**config.mk**
```make
export PLATFORM = sky130hd
export DESIGN_NAME = rpl_scaler
export DESIGN_NICKNAME = d
export VERILOG_FILES = /design/src/hw/rtl/rpl_pkg.sv /design/src/hw/rtl/rpl_scaler.sv
export SDC_FILE = /design/constraint.sdc
export NUM_CORES = 1
export LEC_CHECK = 0
export BUFFER_PORTS_ARGS = -buffer_cell sky130_fd_sc_hd__buf_4
export CAP_MARGIN = 10
export CORE_ASPECT_RATIO = 0.6
export CORE_UTILIZATION = 65
export DETAILED_ROUTE_END_ITERATION = 8
export PLACE_DENSITY = 0.86
export SETUP_SLACK_MARGIN = 0.2
export SYNTH_ARGS = -nofsm -noshare
export SYNTH_HDL_FRONTEND = slang
export SYNTH_SLANG_ARGS = --single-unit
```
**constraint.sdc**
```tcl
create_clock -name clk -period 6.7 [get_ports clk]
set_clock_uncertainty 0.2 [all_clocks]
set_input_delay 1.005 -clock clk [delete_from_list [all_inputs] [get_ports clk]]
set_output_delay 1.005 -clock clk [all_outputs]
set_load 0.02 [all_outputs]
```
**src/hw/rtl/rpl_pkg.sv**
```systemverilog
`timescale 1ns / 1ps

package rpl_pkg;

    // Default sizes of the seen-token store.
    localparam int DEF_SLOTS       = 16;
    localparam int DEF_VOCAB_SLICE = 65536;
    localparam int DEF_TOKEN_BITS  = 20;

    // Field widths of the beats.
    localparam int OP_W      = 2;
    localparam int SLOT_W    = 4;
    localparam int TOKEN_W   = 20;
    localparam int LIDX_W    = 16;
    localparam int LOGIT_W   = 32;
    localparam int GAIN_W    = 16;
    localparam int SIZE_W    = 17;
    localparam int PROD_W    = LOGIT_W + GAIN_W;
    localparam int FRAC_W    = 12;

    localparam int IN_TDATA_W  = SLOT_W + TOKEN_W + LIDX_W + LOGIT_W;
    localparam int IN_TUSER_W  = OP_W;
    localparam int OUT_TDATA_W = LOGIT_W;
    localparam int OUT_TUSER_W = 2;

    // Configuration channel.
    localparam int CFG_IDX_W  = 3;
    localparam int CFG_DATA_W = 20;

    // Range compares on token ids, offsets and limits fit in this width.
    localparam int CMP_W = 21;

    // Words of 64 seen bits.
    localparam int WORD_W    = 64;
    localparam int BIT_IDX_W = 6;

    // Output queue.
    localparam int FIFO_DEPTH = 4;
    localparam int FIFO_PTR_W = 2;
    localparam int FIFO_CNT_W = 3;

    // Configuration reset values.
    localparam logic [GAIN_W-1:0]  RST_PENALTY_GAIN = 16'd4096;
    localparam logic [GAIN_W-1:0]  RST_INVERSE_GAIN = 16'd4096;
    localparam logic [TOKEN_W-1:0] RST_SHARD_OFFSET = 20'd0;
    localparam logic [SIZE_W-1:0]  RST_SHARD_SIZE   = 17'd65536;

    typedef enum logic [OP_W-1:0] {
        OP_CLEAR    = 2'd0,
        OP_MARK     = 2'd1,
        OP_PENALIZE = 2'd2
    } op_t;

    typedef enum logic [CFG_IDX_W-1:0] {
        REG_PENALTY_GAIN = 3'd0,
        REG_INVERSE_GAIN = 3'd1,
        REG_SHARD_OFFSET = 3'd2,
        REG_SHARD_SIZE   = 3'd3,
        REG_SHARDED_MODE = 3'd4
    } cfg_reg_t;

    typedef struct packed {
        logic                      saturated;
        logic                      was_penalized;
        logic signed [LOGIT_W-1:0] logit_out;
    } result_t;

    // One penalize item entering the scaling stage.
    typedef struct packed {
        logic                seen;
        logic                neg;
        logic [LOGIT_W-1:0]  mag;
        logic [GAIN_W-1:0]   gain;
        logic [LOGIT_W-1:0]  logit;
    } scale_req_t;

endpackage

```
**src/hw/rtl/rpl_scaler.sv**
```systemverilog
`timescale 1ns / 1ps

module rpl_scaler (
    input  logic                clk,
    input  logic                rst_n,
    input  logic                in_valid,
    input  rpl_pkg::scale_req_t in_req,
    output logic                out_valid,
    output rpl_pkg::result_t    out_result
);

    import rpl_pkg::*;

    logic                 valid_reg;
    logic                 seen_reg;
    logic                 neg_reg;
    logic [PROD_W-1:0]    prod_reg;
    logic [LOGIT_W-1:0]   logit_reg;
    logic [PROD_W-1:0]    prod_next;

    logic [PROD_W:0]          rounded;
    logic [PROD_W-FRAC_W:0]   quot;
    logic [LOGIT_W-1:0]       clipped;
    logic                     sat;

    assign prod_next = PROD_W'(in_req.mag) * PROD_W'(in_req.gain);

    always_ff @(posedge clk or negedge rst_n)
    begin
        if (!rst_n)
        begin
            valid_reg <= 1'b0;
        end
        else
        begin
            valid_reg <= in_valid;
        end
    end

    always_ff @(posedge clk)
    begin
        if (in_valid)
        begin
            seen_reg  <= in_req.seen;
            neg_reg   <= in_req.neg;
            prod_reg  <= prod_next;
            logit_reg <= in_req.logit;
        end
    end

    // Round to nearest at 12 fractional bits; the magnitude makes ties go away from zero.
    always_comb
    begin
        rounded = {1'b0, prod_reg} + (PROD_W + 1)'(1 << (FRAC_W - 1));
        quot    = rounded[PROD_W:FRAC_W];
        sat     = 1'b0;
        clipped = quot[LOGIT_W-1:0];
        if (neg_reg)
        begin
            if (quot > (PROD_W - FRAC_W + 1)'(33'h1_0000_0000 >> 1))
            begin
                sat     = 1'b1;
                clipped = 32'h8000_0000;
            end
            clipped = ~clipped + 32'd1;
        end
        else if (quot > (PROD_W - FRAC_W + 1)'(32'h7FFF_FFFF))
        begin
            sat     = 1'b1;
            clipped = 32'h7FFF_FFFF;
        end
    end

    always_comb
    begin
        out_valid = valid_reg;
        if (seen_reg)
        begin
            out_result.logit_out     = clipped;
            out_result.was_penalized = 1'b1;
            out_result.saturated     = sat;
        end
        else
        begin
            out_result.logit_out     = logit_reg;
            out_result.was_penalized = 1'b0;
            out_result.saturated     = 1'b0;
        end
    end

endmodule

```
== Word level (Yosys, flattened, before mapping) ==
Index checks and enable logic that the tools add are counted.
Storage, ports and cells
  ROM bits: 0
  RAM bits: 0
  register bits after elaboration: 83
  latch bits: 0
  memories kept: 0
  output and inout bits: 35
Cells by class
  equal/unequal tests: 0
  bitwise gates (word level): 1
  shift-type cells: 0
  $mul: 1
  multiplexer cells: 8
  add/sub/neg operators: 2
  magnitude comparators: 2
  divide/modulo/power cells: 0
  reductions and logical operators: 0
Operators by type and width (number)
  $mux W32: 4
  $add A48 B12 Y49 const B: 1
  $mul A32 B16 Y48: 1
  $gt A37 B31 Y1 const B: 1
  $gt A37 B32 Y1 const B: 1
  $mux W34: 1
  $add A32 B1 Y32 const B: 1
  $not A32 Y32: 1
  $mux W1: 3

== Depth between registers and ports, before layout ==
  depth in word-level cells: 8
  depth in mapped cells: 24
  depth with buffers taken out: 23

== Worst setup path after synthesis ==
No wires, ideal clock.
  path kind: input to register
  start point: in in_req[47] in the netlist's numbering
  end point: reg prod_reg[40] (data pin)
  required time: 6.235 ns
  library setup time: 0.265 ns
  arrival time: 7.215 ns
  path buffers: 1
  path slack: -0.980 ns
  cell stages on the path: 21
  cell sequence: clkbuf_1 > nand2_1 > fa_1 > fa_1 > inv_1 > fa_1 > fa_1 > fa_1 > inv_1 > fa_1 > inv_1 > ha_1 > a21o_1 > a21o_1 > a221oi_1 > nor2_1 > a2111oi_0 > o31ai_1 > a21oi_1 > o211ai_1 > xor2_1
Between the ends
  longest elaborated chain between the ends: 1
Ends and longest elaborated chain
  from (decl): line rpl_scaler.sv:7  | input rpl_pkg::scale_req_t in_req,
  $mul A32 B16 Y48: line rpl_scaler.sv:26  | assign prod_next = PROD_W'(in_req.mag) * PROD_W'(in_req.gain);
  net prod_next[40]: line rpl_scaler.sv:19  | logic [PROD_W-1:0] prod_next;
  to (signal assigned): line rpl_scaler.sv:46  | prod_reg <= prod_next;
  to (decl): line rpl_scaler.sv:17  | logic [PROD_W-1:0] prod_reg;
The timed path passes the listed nets, and every way through them passes these cells.
A chain may end at the register's enable or synchronous reset.

== Worst setup path after layout ==
  start point: in in_req[65] in the netlist's numbering
  end point: reg prod_reg[47] (data pin)
The elaborated chain is that of the path after synthesis.

==> reports/metrics.yaml <==
grt:
  first_global_vias: 19206
  grt_use_total_pct: 40.4
  grt_overflow: 0
  grt_pass1_wl_mm: 100
  antenna_found_initial: 0
  grt_max_degree: 73
hold_path:
  hold_class: "in2async"
floorplanning:
  io_pins: 120
  rows: 50
  fp.dieW_um: 232
  die_h_um: 140
  start_util_pct: 66.0
  die_area_mm2: 0.0324
  fp.coreArea_mm2: 0.0312
critical_path:
  critical_path_class: "in2reg"
  cp.required_ns: 6.59
  crit_top_cell: "fa_1"
  crit_arrival_ns: 6.80
  slowest_delay_ns: 0.60
  path_max_fanout: 8
  critPathSlowestCell: "fa_1"
  cp-end-kind: "register"
  cp_cell_sequence: "buf_4, buf_12, buf_4, and2_1, fa_1, fa_2, inv_1, fa_1, fa_1, fa_1, fa_1, inv_1, ha_4, a21oi_1, o21ai_2, a221oi_2, nor2_1, a21oi_2, and4_4, o31ai_4, a2111oi_4, nor3_1"
  crit_path_start_kind: "input port"
placement:
  pre_cts_slack_ns: -0.630
  dp_cells: 2912
  portBuffers: 119
  dpl.hpwl_mm: 48.9
  place_congestion: 0.978
detailed_routing:
  post_drt_wl_per_cell_um: 22.6
  drtPass1Iterations: 7
  vias: 18340
  postRouteAntennaNets: 0
  dr.first_iter.drc_count: 2173
  drcViolationCount: 0
  wl_mm: 67.2
  viasPerCell: 6.17
synth:
  synthesis.area_mm2: 0.0206
  synth-seq-cells: 72
  synth_mux_area_share_pct: 0.426
  ys_types: 92
  synth-compound-area-share_pct: 7.87
  syn_area_per_cell_um2: 8.99
  ys.flop_type: "edfxtp_1"
  ys_async_sr_fraction_pct: 1.39
  synth-simple-area-share_pct: 19.8
  syn_inst: 2287
  synth_area_leaders: "fa_1 41%, edfxtp_1 10%, inv_1 8.4%"
  ys_warn_count: 0
  syn_nets: 2908
  synth_top_family_by_area: "adder cells"
  synth_edf_count: 71
  synth_xor_area_share_pct: 2.90
  synth_top_area_share_pct: 40.6
  yosysSeqAreaShare_pct: 10.5
  synthAdderAreaFrac_pct: 47.8
  yosys.area.top_type: "fa_1"
outcome:
  failed_checks: "negative setup slack"
  status: "finished with violations"
clocking:
  cts_htree_levels: 3
  cts_sinks: 72
  clock_path_buffers: 2
  cts_tree: "yes"
  cts_buffers: 9
  path_clk_slew_ns: 0.06
  cts_root_buffer: "clkbuf_16"
timing:
  tightest_slew_ns: 0.982
  setup_viol: 11
  drv_slew: 0
  min_period_ns: 6.91
  relSlewSlack_pct: 34.5
  layout_setup_ws_ns: -0.213
  fin_crit_sh_pct: 103
  rsz0062_at_grt: "true"
  fmax_mhz: 145
  hold_violations: 0
finish:
  final_nets: 3171
  fin_cells: 2971
  drive_above_1_share_pct: 23.5
  diodes: 0
  syn_to_final_growth_pct: 23.4
  largest_reg_flops: 37
job:
  max_cap_violations: 0
==> synth_stat cells (8+ instances only) <==
| cell type | count |
|---|---|
| a21o_1 | 20 |
| o21a_1 | 13 |
| and2_1 | 217 |
| nor2_1 | 57 |
| o31ai_1 | 8 |
| xor2_1 | 27 |
| o221ai_1 | 8 |
| ha_1 | 119 |
| nor2b_1 | 10 |
| edfxtp_1 | 71 |
| fa_1 | 417 |
| nand4_1 | 22 |
| xnor2_1 | 41 |
| inv_1 | 461 |
| a21oi_1 | 54 |
| nor3_1 | 18 |
| buf_2 | 8 |
| nand2_1 | 351 |
| and3_1 | 13 |
| and4_1 | 11 |
| or3_1 | 14 |
| nor4_1 | 12 |
| o21ai_0 | 27 |
| clkbuf_1 | 97 |
| nand3_1 | 32 |
| a31oi_1 | 17 |
==> kinds of logic (layout without fill, tap and decap cells) <==
family                     Yosys count  after routing
DFF                                 72             72
xor gates and xnor gates            68             68
and+or+nand+nor                    796            796
AOI/OAI and AO/OA                  232            232
muxes                                8              8
adders and majority gates          536            536
buffers and inverters              575            843
==> cell usage in the layout (no fill, tap or decap), types with 22 or more instances in the layout <==
cell,synthesis,routed
inv_1,461,432
fa_1,417,379
nand2_1,351,343
buf_4,7,286
and2_1,217,186
ha_1,119,96
edfxtp_1,71,71
nor2_1,57,50
a21oi_1,54,45
fa_2,0,38
xnor2_1,41,36
buf_12,0,32
and2_4,0,31
nand3_1,32,31
buf_6,1,30
inv_2,0,29
xor2_1,27,26
nand4_1,22,22
==> worst max-delay path: cells and delay by family <==
| family | cells | cell delay, ns |
|---|---|---|
| AND/OR/NAND/NOR | 4 | 0.64 |
| AO/OA/AOI/OAI | 6 | 1.27 |
| adder cells (fa/ha/maj) | 7 | 3.27 |
| buffers and inverters | 5 | 0.59 |
==> repair_timing <==
item | CTS | global route
pin swaps | 85 | 42
setup buffers | 11 | 25
endpoints found under the setup margin | 24 | 38
hold buffers | 0 | 0
gates cloned | 4 | 3
gates resized for setup | 163 | 99
==> layer usage <==
metal  vias to the layer above  track usage (%)  part of all wire (%)
li1                       7635                -                     -
met1                      8947             53.2                    37
met4                         2             15.6                   4.9
met2                      1411             60.9                    44
met5                         -                0                  0.12
met3                       345             15.2                    15
==> through the flow <==
step	instance area [µm²]	utilization, %	TNS [ns]	hold WS [ns]
6_report	25400	81.4	-1.43	0.217
5_1_grt	25400	81.4	-3.84	0.215
4_1_cts	24700	79.2	-0.0343	0.218
3_5_place_dp	23600	75.7	-9.68	0.582
3_3_place_gp	23600	75.7	-6.42	0.581
2_1_floorplan	21200	-	-0.0322	0.509
==> layout make-up <==
| class | count | area, µm² |
|---|---|---|
| Clock buffer | 10 | 229 |
| Clock inverter | 6 | 108 |
| Fill cell | 1705 | 5780 |
| Inverter | 461 | 1730 |
| Multi-Input combinational cell | 1640 | 17100 |
| Sequential cell | 72 | 2160 |
| Tap cell | 416 | 520 |
| Timing Repair Buffer | 366 | 3530 |
==> worst paths after layout <==
kind / from / end / slack, ns
setup / recovery: in_req[65] / prod_reg[47] / -0.21
hold / removal: rst_n / out_valid / 0.22
max in group asynchronous: rst_n / out_valid / 6.00
min in group clk: in_req[17] / logit_reg[17] / 0.63
Power is left out: the tool's default activity adds up to more than one toggle a clock period on the data nets, which glitch-free logic cannot reach.
